--- src/design/ortt_pkg.sv ---
package ortt_pkg;

  localparam int NODES_DEF        = 8;
  localparam int PENDING_DEF      = 8;
  localparam int BUFFER_BYTES_DEF = 512;

  localparam logic [2:0] ACT_UPDATE  = 3'd0;
  localparam logic [2:0] ACT_RESET   = 3'd1;
  localparam logic [2:0] ACT_RESERVE = 3'd2;
  localparam logic [2:0] ACT_SINGLE  = 3'd3;
  localparam logic [2:0] ACT_PART    = 3'd4;
  localparam logic [2:0] ACT_COLLECT = 3'd5;
  localparam logic [2:0] ACT_RELEASE = 3'd6;
  localparam logic [2:0] ACT_UNDEF   = 3'd7;

  localparam logic [3:0] ST_OK        = 4'd0;
  localparam logic [3:0] ST_NO_ROUTE  = 4'd1;
  localparam logic [3:0] ST_STALE     = 4'd2;
  localparam logic [3:0] ST_FULL      = 4'd3;
  localparam logic [3:0] ST_INVALID   = 4'd4;
  localparam logic [3:0] ST_SEQUENCE  = 4'd5;
  localparam logic [3:0] ST_TOO_LARGE = 4'd6;
  localparam logic [3:0] ST_UNMATCHED = 4'd7;
  localparam logic [3:0] ST_NOT_READY = 4'd8;
  localparam logic [3:0] ST_EMPTY     = 4'd9;

  localparam logic [7:0] ADDR_BCAST = 8'hFF;

  typedef struct packed {
    logic [2:0]  action;
    logic [7:0]  addr;
    logic [31:0] boot_id;
    logic [7:0]  msg_type;
    logic        streaming;
    logic [15:0] resp_tag;
    logic [9:0]  body_len;
    logic        final_req;
    logic [15:0] part_or_status;
    logic [2:0]  slot;
  } in_item_t;

  typedef struct packed {
    logic [3:0]  status;
    logic [2:0]  slot_out;
    logic [15:0] tag_given;
    logic        matched;
    logic        done_res;
    logic [9:0]  resp_len;
    logic [15:0] remote_code;
    logic [15:0] parts;
    logic [3:0]  cancelled;
  } out_item_t;

  typedef struct packed {
    logic capture;
    logic exec;
    logic probe;
  } ctl_cmd_t;

  typedef struct packed {
    logic need_probe;
    logic probe_end;
  } ctl_sts_t;

  function automatic logic [15:0] next_tag(input logic [15:0] t);
    logic [15:0] n;
    n = t + 16'd1;
    if (n == 16'd0) begin
      n = 16'd1;
    end
    return n;
  endfunction

endpackage

--- src/design/ortt_ctrl.sv ---
module ortt_ctrl (
  input  logic              clk,
  input  logic              rst_n,
  input  logic              in_valid,
  output logic              in_stall,
  output logic              out_valid,
  input  logic              out_stall,
  input  ortt_pkg::ctl_sts_t sts,
  output ortt_pkg::ctl_cmd_t cmd
);
  import ortt_pkg::*;

  typedef enum logic [3:0] {
    S_IDLE  = 4'b0001,
    S_EXEC  = 4'b0010,
    S_PROBE = 4'b0100,
    S_RESP  = 4'b1000
  } state_t;

  state_t state_r, state_nxt;

  always_comb begin
    state_nxt   = state_r;
    cmd         = '0;
    case (state_r)
      S_IDLE: begin
        if (in_valid) begin
          cmd.capture = 1'b1;
          state_nxt   = S_EXEC;
        end
      end
      S_EXEC: begin
        cmd.exec  = 1'b1;
        state_nxt = sts.need_probe ? S_PROBE : S_RESP;
      end
      S_PROBE: begin
        cmd.probe = 1'b1;
        if (sts.probe_end) begin
          state_nxt = S_RESP;
        end
      end
      S_RESP: begin
        if (!out_stall) begin
          state_nxt = S_IDLE;
        end
      end
      default: state_nxt = S_IDLE;
    endcase
  end

  assign in_stall  = (state_r != S_IDLE);
  assign out_valid = (state_r == S_RESP);

  always_ff @(posedge clk) begin
    if (!rst_n) begin
      state_r <= S_IDLE;
    end else begin
      state_r <= state_nxt;
    end
  end

endmodule

--- src/design/ortt_dp.sv ---
module ortt_dp #(
  parameter int NODES        = ortt_pkg::NODES_DEF,
  parameter int PENDING      = ortt_pkg::PENDING_DEF,
  parameter int BUFFER_BYTES = ortt_pkg::BUFFER_BYTES_DEF
) (
  input  logic                clk,
  input  logic                rst_n,
  input  ortt_pkg::in_item_t  in_item,
  input  ortt_pkg::ctl_cmd_t  cmd,
  output ortt_pkg::ctl_sts_t  sts,
  output ortt_pkg::out_item_t out_item
);
  import ortt_pkg::*;

  localparam int NW = (NODES > 1) ? $clog2(NODES) : 1;
  localparam int PW = (PENDING > 1) ? $clog2(PENDING) : 1;
  localparam int KW = $clog2(PENDING + 2);
  localparam int CW = $clog2(PENDING + 1) + 1;
  localparam logic [16:0] BUF_LIM = 17'(BUFFER_BYTES);

  in_item_t  req_r;
  out_item_t res_r;
  out_item_t res_nxt;

  logic        node_valid_r [NODES];
  logic [7:0]  node_addr_r  [NODES];
  logic [31:0] node_boot_r  [NODES];

  logic          ent_valid_r  [PENDING];
  logic          ent_done_r   [PENDING];
  logic          ent_stream_r [PENDING];
  logic [7:0]    ent_type_r   [PENDING];
  logic [7:0]    ent_src_r    [PENDING];
  logic [NW-1:0] ent_node_r   [PENDING];
  logic [15:0]   ent_tag_r    [PENDING];
  logic [31:0]   ent_boot_r   [PENDING];
  logic [9:0]    ent_len_r    [PENDING];
  logic [15:0]   ent_parts_r  [PENDING];
  logic [15:0]   ent_remote_r [PENDING];
  logic [3:0]    ent_result_r [PENDING];

  logic [15:0]   last_tag_r;
  logic [15:0]   cand_r;
  logic [KW-1:0] probe_cnt_r;
  logic [PW-1:0] fslot_r;
  logic [NW-1:0] nidx_r;

  logic          node_hit, node_free;
  logic [NW-1:0] node_idx, node_free_idx;
  logic          slot_free;
  logic [PW-1:0] slot_free_idx;
  logic          dmatch;
  logic [PW-1:0] midx;
  logic [PENDING-1:0] cancel_vec;
  logic [CW-1:0] cancel_cnt;
  logic          tag_used;
  logic          is_upd, want_stream, deliv_bad, upd_bad, slot_ok;
  logic [PW-1:0] sl;
  logic          m_stale;
  logic [16:0]   len_sum;

  always_comb begin
    node_hit      = 1'b0;
    node_idx      = '0;
    node_free     = 1'b0;
    node_free_idx = '0;
    for (int i = NODES - 1; i >= 0; i--) begin
      if (node_valid_r[i] && node_addr_r[i] == req_r.addr) begin
        node_hit = 1'b1;
        node_idx = NW'(i);
      end
      if (!node_valid_r[i]) begin
        node_free     = 1'b1;
        node_free_idx = NW'(i);
      end
    end
  end

  always_comb begin
    want_stream   = (req_r.action == ACT_PART);
    slot_free     = 1'b0;
    slot_free_idx = '0;
    dmatch        = 1'b0;
    midx          = '0;
    cancel_cnt    = '0;
    tag_used      = 1'b0;
    for (int i = PENDING - 1; i >= 0; i--) begin
      if (!ent_valid_r[i]) begin
        slot_free     = 1'b1;
        slot_free_idx = PW'(i);
      end
      if (ent_valid_r[i] && !ent_done_r[i] && ent_stream_r[i] == want_stream &&
          ent_type_r[i] == req_r.msg_type && ent_src_r[i] == req_r.addr &&
          ent_tag_r[i] == req_r.resp_tag) begin
        dmatch = 1'b1;
        midx   = PW'(i);
      end
      cancel_vec[i] = ent_valid_r[i] && !ent_done_r[i] && ent_node_r[i] == node_idx;
      if (ent_valid_r[i] && ent_tag_r[i] == cand_r) begin
        tag_used = 1'b1;
      end
    end
    for (int i = 0; i < PENDING; i++) begin
      cancel_cnt = cancel_cnt + CW'(cancel_vec[i]);
    end
  end

  always_comb begin
    is_upd    = (req_r.action == ACT_UPDATE);
    upd_bad   = is_upd && (req_r.addr == 8'd0 || req_r.addr == ADDR_BCAST);
    deliv_bad = (req_r.msg_type == 8'd0) || (req_r.resp_tag == 16'd0) ||
                (17'(req_r.body_len) > BUF_LIM) ||
                (req_r.action == ACT_SINGLE && req_r.body_len == 10'd0);
    slot_ok   = (32'(req_r.slot) < 32'(PENDING));
    sl        = PW'(req_r.slot);
    m_stale   = node_boot_r[ent_node_r[midx]] != ent_boot_r[midx];
    len_sum   = 17'(ent_len_r[midx]) + 17'(req_r.body_len);
  end

  assign sts.need_probe = (req_r.action == ACT_RESERVE) && (req_r.msg_type != 8'd0) &&
                          node_hit && (node_boot_r[node_idx] == req_r.boot_id) &&
                          slot_free;
  assign sts.probe_end  = !tag_used || (probe_cnt_r == KW'(PENDING));
  assign out_item       = res_r;

  always_comb begin
    res_nxt = res_r;
    if (cmd.exec) begin
      res_nxt        = '0;
      res_nxt.status = ST_INVALID;
      case (req_r.action)
        ACT_UPDATE, ACT_RESET: begin
          if (upd_bad) begin
            res_nxt.status = ST_NO_ROUTE;
          end else if (!node_hit) begin
            if (!is_upd) begin
              res_nxt.status = ST_NO_ROUTE;
            end else if (!node_free) begin
              res_nxt.status = ST_FULL;
            end else begin
              res_nxt.status = ST_OK;
            end
          end else if (is_upd && node_boot_r[node_idx] == req_r.boot_id) begin
            res_nxt.status = ST_OK;
          end else begin
            res_nxt.cancelled = 4'(cancel_cnt);
            res_nxt.status    = ST_OK;
          end
        end
        ACT_RESERVE: begin
          if (req_r.msg_type == 8'd0) begin
            res_nxt.status = ST_INVALID;
          end else if (!node_hit) begin
            res_nxt.status = ST_NO_ROUTE;
          end else if (node_boot_r[node_idx] != req_r.boot_id) begin
            res_nxt.status = ST_STALE;
          end else begin
            res_nxt.status = ST_FULL;
          end
        end
        ACT_SINGLE, ACT_PART: begin
          if (deliv_bad) begin
            res_nxt.status = ST_INVALID;
          end else if (!dmatch) begin
            res_nxt.status = ST_UNMATCHED;
          end else begin
            res_nxt.slot_out = 3'(midx);
            res_nxt.matched  = 1'b1;
            res_nxt.done_res = 1'b1;
            if (m_stale) begin
              res_nxt.status = ST_STALE;
            end else if (!want_stream) begin
              res_nxt.status = ST_OK;
            end else if (!req_r.final_req && req_r.part_or_status != ent_parts_r[midx]) begin
              res_nxt.status = ST_SEQUENCE;
            end else if (len_sum > BUF_LIM) begin
              res_nxt.status = ST_TOO_LARGE;
            end else begin
              res_nxt.status = ST_OK;
              if (!req_r.final_req) begin
                res_nxt.done_res = 1'b0;
              end
            end
          end
        end
        ACT_COLLECT, ACT_RELEASE: begin
          if (!slot_ok) begin
            res_nxt.status = ST_INVALID;
          end else begin
            res_nxt.slot_out = req_r.slot;
            if (!ent_valid_r[sl]) begin
              res_nxt.status = ST_EMPTY;
            end else if (req_r.action == ACT_RELEASE) begin
              res_nxt.status = ST_OK;
            end else if (!ent_done_r[sl]) begin
              res_nxt.status = ST_NOT_READY;
            end else begin
              res_nxt.status = ent_result_r[sl];
              if (ent_result_r[sl] == ST_OK) begin
                res_nxt.resp_len    = ent_len_r[sl];
                res_nxt.remote_code = ent_remote_r[sl];
                res_nxt.parts       = ent_parts_r[sl];
              end
            end
          end
        end
        default: res_nxt.status = ST_INVALID;
      endcase
    end else if (cmd.probe && !tag_used) begin
      res_nxt.status    = ST_OK;
      res_nxt.slot_out  = 3'(fslot_r);
      res_nxt.tag_given = cand_r;
    end
  end

  always_ff @(posedge clk) begin
    res_r <= res_nxt;
    if (cmd.capture) begin
      req_r <= in_item;
    end
    if (cmd.exec) begin
      case (req_r.action)
        ACT_UPDATE, ACT_RESET: begin
          if (!upd_bad && !node_hit && is_upd && node_free) begin
            node_addr_r[node_free_idx] <= req_r.addr;
            node_boot_r[node_free_idx] <= req_r.boot_id;
          end else if (!upd_bad && node_hit &&
                       !(is_upd && node_boot_r[node_idx] == req_r.boot_id)) begin
            for (int i = 0; i < PENDING; i++) begin
              if (cancel_vec[i]) begin
                ent_result_r[i] <= ST_STALE;
              end
            end
            if (is_upd) begin
              node_boot_r[node_idx] <= req_r.boot_id;
            end
          end
        end
        ACT_RESERVE: begin
          cand_r  <= next_tag(last_tag_r);
          fslot_r <= slot_free_idx;
          nidx_r  <= node_idx;
        end
        ACT_SINGLE, ACT_PART: begin
          if (!deliv_bad && dmatch) begin
            if (m_stale) begin
              ent_result_r[midx] <= ST_STALE;
            end else if (!want_stream) begin
              ent_len_r[midx]    <= req_r.body_len;
              ent_result_r[midx] <= ST_OK;
            end else if (!req_r.final_req && req_r.part_or_status != ent_parts_r[midx]) begin
              ent_result_r[midx] <= ST_SEQUENCE;
            end else if (len_sum > BUF_LIM) begin
              ent_result_r[midx] <= ST_TOO_LARGE;
            end else begin
              ent_len_r[midx] <= 10'(len_sum);
              if (!req_r.final_req) begin
                ent_parts_r[midx] <= ent_parts_r[midx] + 16'd1;
              end else begin
                ent_remote_r[midx] <= req_r.part_or_status;
                ent_result_r[midx] <= ST_OK;
              end
            end
          end
        end
        default: begin
        end
      endcase
    end
    if (cmd.probe) begin
      if (!tag_used) begin
        ent_stream_r[fslot_r] <= req_r.streaming;
        ent_type_r[fslot_r]   <= req_r.msg_type;
        ent_src_r[fslot_r]    <= req_r.addr;
        ent_node_r[fslot_r]   <= nidx_r;
        ent_tag_r[fslot_r]    <= cand_r;
        ent_boot_r[fslot_r]   <= node_boot_r[nidx_r];
        ent_len_r[fslot_r]    <= '0;
        ent_parts_r[fslot_r]  <= '0;
        ent_remote_r[fslot_r] <= '0;
        ent_result_r[fslot_r] <= ST_OK;
      end else begin
        cand_r <= next_tag(cand_r);
      end
    end
  end

  always_ff @(posedge clk) begin
    if (!rst_n) begin
      last_tag_r  <= '0;
      probe_cnt_r <= '0;
      for (int i = 0; i < NODES; i++) begin
        node_valid_r[i] <= 1'b0;
      end
      for (int i = 0; i < PENDING; i++) begin
        ent_valid_r[i] <= 1'b0;
        ent_done_r[i]  <= 1'b0;
      end
    end else begin
      if (cmd.exec) begin
        probe_cnt_r <= '0;
        case (req_r.action)
          ACT_UPDATE: begin
            if (!upd_bad && !node_hit && node_free) begin
              node_valid_r[node_free_idx] <= 1'b1;
            end
            if (!upd_bad && node_hit && node_boot_r[node_idx] != req_r.boot_id) begin
              for (int i = 0; i < PENDING; i++) begin
                if (cancel_vec[i]) begin
                  ent_done_r[i] <= 1'b1;
                end
              end
            end
          end
          ACT_RESET: begin
            if (node_hit) begin
              for (int i = 0; i < PENDING; i++) begin
                if (cancel_vec[i]) begin
                  ent_done_r[i] <= 1'b1;
                end
              end
            end
          end
          ACT_SINGLE, ACT_PART: begin
            if (!deliv_bad && dmatch) begin
              if (m_stale || !want_stream || req_r.final_req ||
                  req_r.part_or_status != ent_parts_r[midx] || len_sum > BUF_LIM) begin
                ent_done_r[midx] <= 1'b1;
              end
            end
          end
          ACT_COLLECT, ACT_RELEASE: begin
            if (slot_ok && ent_valid_r[sl] &&
                (req_r.action == ACT_RELEASE || ent_done_r[sl])) begin
              ent_valid_r[sl] <= 1'b0;
              ent_done_r[sl]  <= 1'b0;
            end
          end
          default: begin
          end
        endcase
      end
      if (cmd.probe) begin
        if (!tag_used) begin
          ent_valid_r[fslot_r] <= 1'b1;
          ent_done_r[fslot_r]  <= 1'b0;
          last_tag_r           <= cand_r;
        end else begin
          probe_cnt_r <= probe_cnt_r + KW'(1);
        end
      end
    end
  end

endmodule

--- src/design/outstanding_request_tag_tracker.sv ---
// Outstanding request tag tracker with a node table and a pending request table.
// One request enters on the in_ channel (in_valid, in_stall, in_item) and gives
// exactly one result on the out_ channel (out_valid, out_stall, out_item).
// The block takes one request at a time: in_stall is high from the cycle after
// acceptance until the result has been taken.
// A request is captured on acceptance, executed in the EXEC state, and its result
// is registered and shown in the RESP state. A valid reserve with a current node
// and a free slot first probes in the PROBE state, one candidate tag per cycle
// against all pending tags, up to PENDING + 1 candidates.
// Even with a receiver that never stalls, a new request is taken only after the
// result of the last one has been taken.
// While out_stall is high the result is held stable and no request is taken.
// A synchronous reset (rst_n low) clears all node and pending valid bits and
// the last issued tag; the block is ready the first cycle after reset.
module outstanding_request_tag_tracker #(
  parameter int NODES        = ortt_pkg::NODES_DEF,
  parameter int PENDING      = ortt_pkg::PENDING_DEF,
  parameter int BUFFER_BYTES = ortt_pkg::BUFFER_BYTES_DEF
) (
  input  logic                clk,
  input  logic                rst_n,
  input  logic                in_valid,
  output logic                in_stall,
  input  ortt_pkg::in_item_t  in_item,
  output logic                out_valid,
  input  logic                out_stall,
  output ortt_pkg::out_item_t out_item
);
  import ortt_pkg::*;

  ctl_cmd_t cmd;
  ctl_sts_t sts;

  ortt_ctrl u_ctrl (
    .clk       (clk),
    .rst_n     (rst_n),
    .in_valid  (in_valid),
    .in_stall  (in_stall),
    .out_valid (out_valid),
    .out_stall (out_stall),
    .sts       (sts),
    .cmd       (cmd)
  );

  ortt_dp #(
    .NODES        (NODES),
    .PENDING      (PENDING),
    .BUFFER_BYTES (BUFFER_BYTES)
  ) u_dp (
    .clk      (clk),
    .rst_n    (rst_n),
    .in_item  (in_item),
    .cmd      (cmd),
    .sts      (sts),
    .out_item (out_item)
  );

endmodule

--- config.mk ---
export PLATFORM = sky130hd
export DESIGN_NAME = outstanding_request_tag_tracker
export DESIGN_NICKNAME = d
export VERILOG_FILES = /design/src/design/ortt_pkg.sv /design/src/design/ortt_ctrl.sv /design/src/design/ortt_dp.sv /design/src/design/outstanding_request_tag_tracker.sv
export SDC_FILE = /design/constraint.sdc
export NUM_CORES = 2
export LEC_CHECK = 0
export BUFFER_PORTS_ARGS = -buffer_cell sky130_fd_sc_hd__buf_2
export CAP_MARGIN = 15
export CORE_MARGIN = 3
export CORE_UTILIZATION = 51
export CTS_BUF_LIST = sky130_fd_sc_hd__clkbuf_16
export DETAILED_ROUTE_END_ITERATION = 16
export PLACE_DENSITY_LB_ADDON = 0.08
export SETUP_SLACK_MARGIN = 0.15
export SYNTH_ARGS = -nofsm -noshare
export SYNTH_HDL_FRONTEND = slang
export SYNTH_SLANG_ARGS = --single-unit
--- constraint.sdc ---
create_clock -name clk -period 23.2 [get_ports clk]
set_clock_uncertainty 0.15 [all_clocks]
set_input_delay 4.64 -clock clk [delete_from_list [all_inputs] [get_ports clk]]
set_output_delay 4.64 -clock clk [all_outputs]
set_load 0.02 [all_outputs]
==> flow_metrics.env <==
export IMPL_clock_sinks=1469
export IMPL_finalHoldViolCount=0
export IMPL_first_pass_iters=6
export IMPL_avgSynthCellArea_sq_um=13.9
export IMPL_yosysUniqueCellTypes=88
export IMPL_via_per_inst=6.20
export IMPL_ctsLongestPathBuffers=3
export IMPL_track_usage_pct=28.1
export IMPL_syn_area_sq_um=69700
export IMPL_final_core_util_pct=57.5
export IMPL_clk_pin_slew_worst_paths_ns=0.06
export IMPL_num_nets_final=5273
export IMPL_relSlewSlack_pct=19.2
export IMPL_power_density_nw_per_um2=72.1
export IMPL_core_sq_um=135000
export IMPL_worst_slew_pin_slew_ns=1.21
export IMPL_ys_warn_count=0
export IMPL_ioPinCount=175
export IMPL_drive_gt1_share_pct=15.6
export IMPL_critical_path_class="flip-flop to flip-flop"
export IMPL_ant_nets=0
export IMPL_rsz0062_at_grt="false"
export IMPL_synthTopCellsByArea="edfxtp_1 (60%), mux2i_1 (7.2%), mux4_2 (5.1%)"
export IMPL_setup_ws_ns=13.21
export IMPL_route_detailed_drc=0
export IMPL_die_w_microns=376
export IMPL_ctsHtreeMaxLevel=4
export IMPL_synth_edff_count=1383
export IMPL_fin_hold_ws_ns=0.316
export IMPL_grt_max_degree=127
export IMPL_port_buffers=174
export IMPL_period_needed_ns=9.99
export IMPL_place_congestion=0.944
export IMPL_cap_violations=0
export IMPL_area_delta_synth_final_pct=11.0
export IMPL_fp_dieH_microns=376
export IMPL_grt_overflow_total=0
export IMPL_ys_ff_latch=1469
export IMPL_grt_pass1_vias=42100
export IMPL_cp_arrival_ns=10.23
export IMPL_die_area_sq_um=141000
export IMPL_cts_resized=0
export IMPL_worstSetupEndpointType="flip-flop"
export IMPL_start_util_pct=51.8
export IMPL_routed_wirelength_mm=201
export IMPL_synth_seq_area_share_pct=62.1
export IMPL_drv_slew=0
export IMPL_dominantRegCellSynth="edfxtp_1"
export IMPL_grt_antenna_before_repair=4
export IMPL_hpwl_mm=131
export IMPL_drt_initial_drc_count=4832
export IMPL_synth_top_cell_by_area="edfxtp_1"
export IMPL_cts_tree="yes"
export IMPL_status="finished, final reports clean"
export IMPL_syn_nets=5136
export IMPL_fin_crit_sh_pct=43.1
export IMPL_cts_made_buffers=156
export IMPL_fmax_mhz=100
export IMPL_yosysTopAreaCellShare_pct=59.6
export IMPL_core_rowCount=134
export IMPL_p_leak_uw=0.0259
export IMPL_root_buffer="clkbuf_16"
export IMPL_hp_class="flip-flop to flip-flop"
export IMPL_cts_setup_buffers=0
export IMPL_n_fill_cell=10700
export IMPL_start_kind="flip-flop"
export IMPL_setup_viol=0
export IMPL_required_ns=23.44
export IMPL_fin_setup_tns_ns=0
export IMPL_postCtsHoldBufs=0
export IMPL_total_power_uw=5580
export IMPL_synthCells=5011
export IMPL_grt_pass1_wl_mm=291
export IMPL_r2r_cells=19
export IMPL_critPathMaxFanout=72
export IMPL_synth_async_reset_ratio_pct=0
export IMPL_place_ws_ns=13.41
export IMPL_ir_drop_v=0.0000633
export IMPL_wl_per_cell_microns=28.5
export IMPL_whs_path_depth=1
export IMPL_clk_latency_ns=0.79
export IMPL_num_vias=43700
[per-stage QoR]
| stage | cells | instance area [sq um] |
|---|---|---|
| final | 7048 | 77400 |
| after global placement | 6754 | 72400 |
| after CTS | 7044 | 77300 |
| after global routing | 7047 | 77400 |
| after floorplan | 5011 | 69700 |
| after detailed placement | 6755 | 72400 |
[logic make-up after synthesis]
family / Yosys count / synth area share (%)
compound gates: 436 / 4.31
xor+xnor: 595 / 7.48
fa+ha+maj: 23 / 0.467
buf+inv: 344 / 2.21
flops: 1469 / 62.1
mux: 734 / 13.5
simple gates: 1410 / 9.92
[sequential cells by signal (all words and copies together), names as in the netlist, 64 cells and up, named ones only]
register / count
u_dp.ent_boot_r: 256
u_dp.ent_len_r: 80
u_dp.ent_parts_r: 128
u_dp.ent_remote_r: 128
u_dp.ent_src_r: 64
u_dp.ent_tag_r: 128
u_dp.ent_type_r: 64
u_dp.node_addr_r: 64
u_dp.node_boot_r: 256
u_dp.out_item: 71
u_dp.req_r: 95
[synthesized netlist by cell type, drive strengths merged (14+ instances only)]
cell type,count
edfxtp,1383
mux2i,501
nand2,479
xor2,314
xnor2,281
nor2,249
nand3,163
nor4,162
mux4,158
clkbuf,151
buf,147
a21oi,101
nand4,98
o21ai,90
dfxtp,86
mux2,75
a211oi,61
nor2b,58
nor3,50
inv,45
and3,40
and2,34
a31oi,20
a22o,19
a32oi,19
nand2b,19
ha,18
a2111oi,17
a21o,14
[layer usage]
metal  global-route usage [%]  wire length [microns]  vias up
li1                         -                      -    19300
met5                        0                     12        -
met4                     6.86                   4290        2
met3                     6.53                  18300      272
met1                     42.4                  90500    22100
met2                     41.4                  88000     2008
[layout by cell type, fill, tap and decap left out, types with 28 or more instances in the layout]
master / Yosys / routed
inv_1: 45 / 75
xor2_1: 314 / 314
a21oi_1: 100 / 99
nand4_1: 98 / 98
dfxtp_1: 86 / 83
mux2_2: 71 / 71
o21ai_0: 81 / 80
buf_4: 16 / 97
nand3_1: 163 / 163
nor4_1: 155 / 154
nor3_1: 50 / 47
and3_1: 40 / 40
mux4_2: 158 / 158
a211oi_1: 61 / 61
nor2_1: 244 / 212
edfxtp_1: 1383 / 1383
xnor2_1: 281 / 281
buf_2: 84 / 174
clkinv_2: 0 / 32
clkbuf_16: 0 / 159
nand2_1: 479 / 478
mux2i_1: 500 / 500
nor2b_1: 58 / 58
and2_1: 28 / 28
clkinv_1: 1 / 34
[area by class of cell]
type                       count  area [sq um]  share of cell area (%)
sequential                  1469         43300                    55.9
multi-input combinational   3198         25100                    32.5
clock buffer                 159          3980                    5.14
tap                         1768          2210                    2.86
timing repair buffer         277          1700                    2.20
clock inverter               130           911                    1.18
inverter                      46           178                   0.230
antenna                        1          2.50                 0.00323
[worst paths after layout]
check | start | slack [ns] | end
hold reg to reg | u_dp.out_item[63]$_SDFFE_PP0P_ | 0.32 | u_dp.out_item[63]$_SDFFE_PP0P_
setup / recovery | u_dp.req_r[51]$_DFFE_PP_ | 13.21 | u_dp.ent_len_r[1][3]$_DFFE_PP_
hold / removal | u_dp.out_item[63]$_SDFFE_PP0P_ | 0.32 | u_dp.out_item[63]$_SDFFE_PP0P_
setup reg to reg | u_dp.req_r[51]$_DFFE_PP_ | 13.21 | u_dp.ent_len_r[1][3]$_DFFE_PP_
[report_power, final]
| part | internal, uW | switching, uW |
|---|---|---|
| sequential | 2910 | 42.1 |
| combinational | 87.8 | 150 |
| clock | 1340 | 1050 |
| total | 4340 | 1240 |
[critical path, cell delays in order (launching register included)]
cell	delay, ns
edfxtp_1	0.92
xor2_1	0.23
nor4_1	0.33
nand4_1	0.14
nor4_1	0.73
nor2_1	0.27
a21boi_4	0.21
buf_4	0.84
mux2i_1	0.18
a22o_1	0.32
nor2_4	0.67
buf_4	0.67
nor2_1	0.16
a221oi_1	0.62
xnor2_1	0.18
nor4b_1	0.52
and4_1	0.47
nand2_1	0.51
o21a_1	0.43
nor2_1	0.93
No activity file was read; power rests on OpenSTA's default activity.
